--- src/csl_pkg.sv ---
// Shared types and constants for the compacting set list.
package csl_pkg;

	localparam int DEPTH = 16;
	localparam int KEY_W = 32;
	localparam int CNT_W = $clog2(DEPTH + 1);
	localparam int COUNT_OUT_W = 5;

	typedef enum logic [1:0] {
		OP_APPEND = 2'd0,
		OP_REMOVE = 2'd1,
		OP_QUERY  = 2'd2,
		OP_NONE   = 2'd3
	} op_t;

	typedef enum logic [1:0] {
		ST_IDLE,
		ST_CMP,
		ST_APPLY
	} state_t;

	// Broadcast controls from the sequencer to every cell.
	typedef struct packed {
		logic cmp_en;
		logic rmv_en;
		logic app_en;
	} cell_ctrl_t;

endpackage

--- src/csl_cell.sv ---
// One list slot: holds a key, compares it and shifts from its upper neighbor.
module csl_cell
	import csl_pkg::*;
(
	input  logic             clk,
	input  cell_ctrl_t       ctrl,
	input  logic [KEY_W-1:0] key,
	input  logic             active,
	input  logic             app_sel,
	input  logic             found_in,
	input  logic [KEY_W-1:0] next_entry,
	output logic [KEY_W-1:0] entry,
	output logic             found_out
);

	logic [KEY_W-1:0] entry_q;
	logic             match_q;

	// A match here or in any lower slot moves this slot down.
	assign found_out = found_in | match_q;
	assign entry     = entry_q;

	always_ff @(posedge clk) begin
		if (ctrl.cmp_en) begin
			match_q <= active && (entry_q == key);
		end
	end

	always_ff @(posedge clk) begin
		priority if (ctrl.app_en && app_sel) begin
			entry_q <= key;
		end else if (ctrl.rmv_en && found_out) begin
			entry_q <= next_entry;
		end
	end

endmodule

--- src/compacting_set_list_top.sv ---
// Compacting set list: sequencer, entry count and a row of key cells.
// A request passes through the compare and apply states; its result is then registered.
// A new request is taken only in idle, after the previous one has been applied through the cell row;
// the apply step holds while the output register still waits.
// Reset clears the count and the control state; stored keys are undefined until written.
module compacting_set_list_top
	import csl_pkg::*;
(
	input  logic                   clk,
	input  logic                   arst_n,
	input  logic                   req_valid,
	output logic                   req_stall,
	input  logic [1:0]             opcode,
	input  logic [31:0]            key,
	output logic                   rsp_valid,
	input  logic                   rsp_stall,
	output logic                   hit,
	output logic                   full_reject,
	output logic [COUNT_OUT_W-1:0] entry_count
);

	state_t state_q, state_d;
	op_t              op_q;
	logic [KEY_W-1:0] key_q;
	logic [CNT_W-1:0] count_q;

	logic                   rsp_valid_q;
	logic                   hit_q;
	logic                   full_reject_q;
	logic [COUNT_OUT_W-1:0] entry_count_q;

	cell_ctrl_t       ctrl;
	logic             req_take;
	logic             apply_fire;
	logic             is_full;
	logic             any_found;
	logic [KEY_W-1:0] entry_w [DEPTH];
	logic             found_w [DEPTH+1];
	logic [CNT_W-1:0] count_next;
	logic             hit_next;
	logic             reject_next;

	assign req_take = req_valid && !req_stall;
	assign is_full  = (count_q == CNT_W'(DEPTH));

	// Next state.
	always_comb begin
		state_d = state_q;
		unique case (state_q)
			ST_IDLE:  if (req_valid) state_d = ST_CMP;
			ST_CMP:   state_d = ST_APPLY;
			ST_APPLY: if (!(rsp_valid_q && rsp_stall)) state_d = ST_IDLE;
			default:  state_d = ST_IDLE;
		endcase
	end

	// Outputs of the sequencer.
	always_comb begin
		req_stall   = 1'b1;
		apply_fire  = 1'b0;
		ctrl.cmp_en = 1'b0;
		ctrl.rmv_en = 1'b0;
		ctrl.app_en = 1'b0;
		unique case (state_q)
			ST_IDLE:  req_stall = 1'b0;
			ST_CMP:   ctrl.cmp_en = 1'b1;
			ST_APPLY: begin
				apply_fire  = !(rsp_valid_q && rsp_stall);
				ctrl.rmv_en = apply_fire && (op_q == OP_REMOVE);
				ctrl.app_en = apply_fire && (op_q == OP_APPEND) && !is_full;
			end
			default: req_stall = 1'b1;
		endcase
	end

	always_ff @(posedge clk or negedge arst_n) begin
		if (!arst_n) begin
			state_q <= ST_IDLE;
		end else begin
			state_q <= state_d;
		end
	end

	always_ff @(posedge clk) begin
		if (req_take) begin
			op_q  <= op_t'(opcode);
			key_q <= key[KEY_W-1:0];
		end
	end

	// Cell row; the found flag ripples up from slot zero.
	assign found_w[0] = 1'b0;

	for (genvar i = 0; i < DEPTH; i++) begin : g_cell
		logic [KEY_W-1:0] nxt;
		if (i == DEPTH - 1) begin : g_last
			assign nxt = entry_w[i];
		end else begin : g_mid
			assign nxt = entry_w[i+1];
		end

		csl_cell u_cell (
			.clk        (clk),
			.ctrl       (ctrl),
			.key        (key_q),
			.active     (CNT_W'(i) < count_q),
			.app_sel    (CNT_W'(i) == count_q),
			.found_in   (found_w[i]),
			.next_entry (nxt),
			.entry      (entry_w[i]),
			.found_out  (found_w[i+1])
		);
	end

	assign any_found = found_w[DEPTH];

	always_comb begin
		count_next  = count_q;
		hit_next    = 1'b0;
		reject_next = 1'b0;
		unique case (op_q)
			OP_APPEND: begin
				if (is_full) begin
					reject_next = 1'b1;
				end else begin
					count_next = count_q + CNT_W'(1);
				end
			end
			OP_REMOVE: begin
				hit_next = any_found;
				if (any_found) begin
					count_next = count_q - CNT_W'(1);
				end
			end
			OP_QUERY: hit_next = any_found;
			OP_NONE:  hit_next = 1'b0;
			default:  hit_next = 1'b0;
		endcase
	end

	always_ff @(posedge clk or negedge arst_n) begin
		if (!arst_n) begin
			count_q     <= '0;
			rsp_valid_q <= 1'b0;
		end else begin
			if (apply_fire) begin
				count_q     <= count_next;
				rsp_valid_q <= 1'b1;
			end else if (!rsp_stall) begin
				rsp_valid_q <= 1'b0;
			end
		end
	end

	// Hold the result beat until it is taken.
	always_ff @(posedge clk) begin
		if (apply_fire) begin
			hit_q         <= hit_next;
			full_reject_q <= reject_next;
			entry_count_q <= COUNT_OUT_W'(count_next);
		end
	end

	assign rsp_valid   = rsp_valid_q;
	assign hit         = hit_q;
	assign full_reject = full_reject_q;
	assign entry_count = entry_count_q;

endmodule
--- config.mk ---
export PLATFORM = sky130hd
export DESIGN_NAME = compacting_set_list_top
export DESIGN_NICKNAME = d
export VERILOG_FILES = /design/src/csl_pkg.sv /design/src/csl_cell.sv /design/src/compacting_set_list_top.sv
export SDC_FILE = /design/constraint.sdc
export NUM_CORES = 1
export LEC_CHECK = 0
export BUFFER_PORTS_ARGS = -buffer_cell sky130_fd_sc_hd__buf_2
export CORE_ASPECT_RATIO = 0.6
export CORE_MARGIN = 4
export CORE_UTILIZATION = 50
export CTS_BUF_LIST = sky130_fd_sc_hd__clkbuf_8 sky130_fd_sc_hd__clkbuf_16
export DETAILED_ROUTE_END_ITERATION = 10
export GPL_ROUTABILITY_DRIVEN = 0
export PLACE_DENSITY = 0.64
export SYNTH_ARGS = -nofsm -noshare
export SYNTH_HDL_FRONTEND = slang
export SYNTH_SLANG_ARGS = --single-unit
--- constraint.sdc ---
create_clock -name clk -period 8.7 [get_ports clk]
set_input_delay 1.74 -clock clk [delete_from_list [all_inputs] [get_ports clk]]
set_output_delay 1.74 -clock clk [all_outputs]
set_load 0.02 [all_outputs]
; ---- Word level (Yosys, flattened, before mapping)
; Cells that the tools add are included.
[totals]
wordCells = 229
register_bits = 577
out_inout_bits = 9
[op_classes]
mux = 43
addsub = 2
reduce_logical = 74
order_cmp = 16
bitwise = 15
eq_ne = 39
[ops]
columns = cell, n
row1 = $mux 32, 30
row2 = $eq 32x32->1, 16
row3 = $logic_and 1x1->1, 52
row4 = $eq 4x5->1 const A, 8
row5 = $lt 4x5->1 const A, 8
row6 = $reduce_bool 2->1, 15
row7 = $eq 3x5->1 const A, 4
row8 = $lt 3x5->1 const A, 4
row9 = $or 1x1->1, 15
row10 = $eq 2x5->1 const A, 2
row11 = $lt 1x5->1 const A, 2
row12 = $lt 2x5->1 const A, 2
row13 = $mux 5, 2
row14 = $pmux 5 s2, 1
row15 = $mux 1, 6
row16 = $mux 2, 3
row17 = $pmux 2 s3, 1
row18 = $add 5x1->5 const B, 1
row19 = $eq 1x5->1 const A, 1
row20 = $eq 5x5->1 const B, 1
row21 = $logic_not 5->1, 1
row22 = $sub 5x1->5 const B, 1
row23 = $eq 2x1->1 const B, 2
row24 = $eq 2x2->1 const B, 2
row25 = 6 further kinds, 9

; ---- Longest topological paths before layout
[depth]
ltp_word = 17
depth_mapped = 9
depth_no_buf = 6

; ---- Modules after synthesis
; Synthesis repeated with hierarchy kept, for this count alone.
[unflattened]
cells_unflattened = 2037
area_unflattened_um2 = 30042.6
[modules_own_cells]
columns = mod, instances, seq_area_each_um2, cells_each, area_per_inst_um2
row1 = csl_cell, 16, 991.0, 116, 1739.2
row2 = compacting_set_list_top, 1, 1431.4, 181, 2215.9

; ---- Least setup slack after synthesis
; Ideal clock, no wire load.
[synth_path]
path_type = input to register
from = input port rsp_stall
to = register g_cell[2].u_cell.entry_q[0] (enable)
setup_slack_ns = 3.389
cell_stages = 6
arrival_ns = 4.846
setup_ns = 0.466
path_cell_list = nand2_1 nand2_1 clkinv_1 nand2_1 clkbuf_1 o21ai_0
[synth_via]
elab_chain_len = 7
elab_cells_between_ends = 9
cone_classes = mux (1) / reduce/logical (8)
[synth_lines]
columns = element, line_no
row1 = from (decl), compacting_set_list_top.sv:16  ; input logic rsp_stall,
row2 = $logic_and 1x1->1 *, compacting_set_list_top.sv:68  ; apply_fire = !(rsp_valid_q && rsp_stall);
row3 = $logic_not 1->1 *, compacting_set_list_top.sv:68
row4 = $logic_and 1x1->1 (2 in a row), compacting_set_list_top.sv:70  ; ctrl.app_en = apply_fire && (op_q == OP_APPEND) && !is_full;
row5 = $mux 2 *, compacting_set_list_top.sv:64  ; unique case (state_q)
row6 = $logic_and 1x1->1, csl_cell.sv:30  ; priority if (ctrl.app_en && app_sel) begin
row7 = $reduce_bool 2->1 (no source line) *, n/a
row8 = to (signal assigned), csl_cell.sv:31  ; entry_q <= key;
row9 = to (signal assigned), csl_cell.sv:33  ; entry_q <= next_entry;
row10 = to (decl), csl_cell.sv:16  ; logic [KEY_W-1:0] entry_q;
; Mark *: on every way between the ends. The rest lies on a longest branch, timed or not.
; A chain may end at the register's enable or synchronous reset.

; ---- Final worst setup path
[layout_path]
from = input port rsp_stall
to = register g_cell[10].u_cell.entry_q[10] (enable)
[layout_via]
elab_chain_len = 7
elab_cells_between_ends = 9
cone_classes = mux (1) / reduce/logical (8)
[layout_lines]
columns = element, line_no
row1 = $logic_and 1x1->1 *, compacting_set_list_top.sv:68
row2 = $logic_not 1->1 *, compacting_set_list_top.sv:68
row3 = $logic_and 1x1->1 (2 in a row), compacting_set_list_top.sv:70
row4 = $mux 2 *, compacting_set_list_top.sv:64
row5 = $logic_and 1x1->1, csl_cell.sv:30
row6 = $reduce_bool 2->1 (no source line) *, n/a
row7 = to (signal assigned), csl_cell.sv:31
row8 = to (signal assigned), csl_cell.sv:33
row9 = to (decl), csl_cell.sv:16
; Marks and branches as above.

==> flow_summary.toml <==
[yosys]
synthArstFlopShare = 0.0139
synth-seq-cells = 577
avgSynthCellArea_um2 = 14.3
ys.flop_type = "edfxtp_1"
synth_area_um2 = 30100
syn-num-nets = 2152
synth_cell_types = 53
synth_enable_flop_cells = 569
synthCells = 2107
ys.warnings.count = 0
ys_seq_area_frac = 0.574

[timing]
finalCritPeriodShare = 0.481
fin_tns_setup_ns = 0
fin_crit_ns = 4.19
rsz0062_at_grt = "no"
skew_ns = 0.0224
clock.fmax_ghz = 0.239
setup_viol = 0
maxSlewHeadroom = 0.218
worstMarginPinSlew_ns = 1.17
maxSlewViolCount = 0
final-hold-violation-count = 0

[hold_path]
hp-class = "flop to flop"

[job]
drv_cap = 0

[floorplanning]
die_height_um = 198
ios = 47
start_util = 0.507
dieArea_um2 = 64300
placementRows = 69
core-area_um2 = 59400
dieWidth_um = 325

[clock_network]
cts_root_buf = "clkbuf_16"
cts_tree = "built"
clk_pin_slew_ns = 0.07
h-tree-depth = 2
numCtsBuffers = 56
cts_resized = 0
cts_buffer_depth = 3
post-cts-setup-buffers = 0
cts_hold_buf = 0
clock-sinks = 577
clock_latency_ns = 0.64

[grt]
antenna_found_initial = 4
grt_pass1_vias = 17787
grt_overflow = 0
grt_max_degree = 35
grt_pass1_wl_mm = 129
track_usage = 0.280

[finish]
area_growth_syn_to_layout_pct = 9.99
nets = 2145
antennaDiodeCount = 0
post-route-util = 0.558
instances_no_fill = 2929
drive_above_1_share = 0.333
final_cell_area_um2 = 33100
seq_area_um2 = 17300
multi_input_area_um2 = 12100
fill_cells = 4802

[placed_design]
numPortBuffers = 46
placed_cell_area_um2 = 31200
dp_cells = 2823
dp_hpwl_mm = 62.0

[power]
pwr-share-comb = 0.162
power_mw = 7.23
cellPowerDensity_nw_per_um2 = 218
peakVddDrop_mv = 0.185
leakagePower_nw = 11.3
swShare = 0.291
seqPwrFrac = 0.477
p_int_mw = 5.12
p_clk_frac = 0.361
switching_power_mw = 2.11

[critical_path]
path_max_fanout = 33
cp-end-kind = "flop"
start_kind = "primary input"
arrival_ns = 4.46
crit_type = "primary input to flop"
required_ns = 8.97

[detailed_routing]
antenna_left = 0
drt-initial-drc-count = 2495
drc = 0
vias = 18235
wl_per_cell_um = 31.2
via_per_inst = 6.23
wirelength_mm = 91.3
dr.pass1.iters = 5

[run_status]
outcome = "complete, no violations"
==> layout by cell type, fill, tap and decap left out, types with 21 or more instances in the layout <==
cell / n
xnor2_1: 69
nand4_1: 37
buf_4: 80
mux2_2: 480
nand2_1: 21
nor4_1: 116
clkbuf_16: 57
xor2_1: 443
nand3_1: 27
edfxtp_1: 569
buf_2: 46
nor3_1: 21
==> registers in the layout (all words and copies together), names as in the netlist <==
signal                 cells
g_cell.u_cell.entry      512
key_q                     32
g_cell.u_cell.match_q     16
count_q                    5
entry_count                5
op_q                       2
state_q                    2
full_reject                1
hit                        1
rsp_valid                  1
==> layout make-up <==
cell class | count | share of cell area
sequential | 577 | 0.522
multi-input combinational | 1327 | 0.364
clock buffer | 57 | 0.0431
tap | 781 | 0.0295
timing repair buffer | 126 | 0.0251
clock inverter | 49 | 0.0150
inverter | 12 | 0.00136
==> metal layers <==
layer | global-route usage | vias up | part of all wire
met3 | 0.131 | 119 | 0.16
li1 | - | 7774 | -
met1 | 0.437 | 9236 | 0.46
met4 | 0.0595 | 2 | 0.019
met5 | 0 | - | 0.00014
met2 | 0.346 | 1104 | 0.37
==> synth_stat cells (2+ instances only) <==
| cell type | number | share of area |
|---|---|---|
| xor2_1 | 443 | 0.13 |
| a2111oi_0 | 8 | 0.0023 |
| nor2_1 | 17 | 0.0021 |
| edfxtp_1 | 569 | 0.57 |
| nand4_1 | 37 | 0.0077 |
| mux2_2 | 480 | 0.18 |
| inv_1 | 11 | 0.0014 |
| buf_1 | 43 | 0.0054 |
| nand2_1 | 21 | 0.0026 |
| nor4_1 | 116 | 0.024 |
| a32o_1 | 2 | 0.00066 |
| a21oi_1 | 4 | 0.00066 |
| dfrtp_1 | 8 | 0.0066 |
| o21ai_0 | 11 | 0.0018 |
| nand3_1 | 27 | 0.0045 |
| a21o_1 | 4 | 0.0010 |
| and3_1 | 6 | 0.0012 |
| nand3b_1 | 2 | 0.00050 |
| nand2b_1 | 3 | 0.00062 |
| clkbuf_1 | 114 | 0.014 |
| o21bai_1 | 6 | 0.0015 |
| or3_1 | 2 | 0.00042 |
| buf_2 | 22 | 0.0037 |
| nor2b_1 | 3 | 0.00062 |
| nand3_2 | 4 | 0.0013 |
| a31oi_1 | 2 | 0.00042 |
| ha_1 | 7 | 0.0029 |
| nor3b_1 | 2 | 0.00050 |
| mux2i_1 | 3 | 0.0010 |
| and2_1 | 6 | 0.0012 |
| nor3_1 | 22 | 0.0037 |
| xnor2_1 | 69 | 0.020 |
| buf_4 | 12 | 0.0030 |
| nor4b_1 | 2 | 0.00058 |
==> through the flow <==
stage          setup WS (ns)  hold WS [ns]
4_1_cts                 4.59         0.602
3_5_place_dp            3.92         0.585
5_1_grt                 4.34         0.608
6_report                4.51         0.598
3_3_place_gp            3.94         0.585
2_1_floorplan           3.39         0.424
==> worst max-delay path, stage by stage <==
cell     delay [ns]
buf_2          0.12
and2_1         0.22
nor4_4         0.77
nand3_2        0.90
o21ai_2        0.27
buf_4          0.42
==> logic make-up after synthesis <==
logic type	Yosys count	synth area share
adders and majority gates	7	0.00291
buffers and inverters	203	0.0277
AOI/OAI and AO/OA	49	0.0119
and+or+nand+nor	276	0.0540
muxes	483	0.181
DFF	577	0.574
xor gates and xnor gates	512	0.149
==> power by group through the flow <==
stage          Clock (mW)  Combinational (mW)  Sequential [mW]
6_report             2.61                1.17             3.45
3_5_place_dp            0                1.14             3.50
4_1_cts              2.63                1.15             3.44
2_1_floorplan           0               0.746             3.41
3_3_place_gp            0                1.12             3.50
5_1_grt              2.76                1.23             3.46
==> path summary, 6_finish.rpt <==
| check | cells past startpoint | slack, ns | to | start |
|---|---|---|---|---|
| hold / removal | 1 | 0.60 | g_cell[6].u_cell.entry[11] | g_cell[7].u_cell.entry[11] |
| hold reg to reg | 1 | 0.60 | g_cell[6].u_cell.entry[11] | g_cell[7].u_cell.entry[11] |
| min in group asynchronous | 1 | 0.95 | state_q[0] | arst_n |
| setup / recovery | 6 | 4.51 | g_cell[10].u_cell.entry[10] | rsp_stall |
| max in group asynchronous | 1 | 7.54 | count_q[2] | arst_n |
| setup reg to reg | 7 | 4.55 | g_cell[10].u_cell.entry[10] | count_q[1] |
Note: power is estimated with default switching activity, not from simulation.
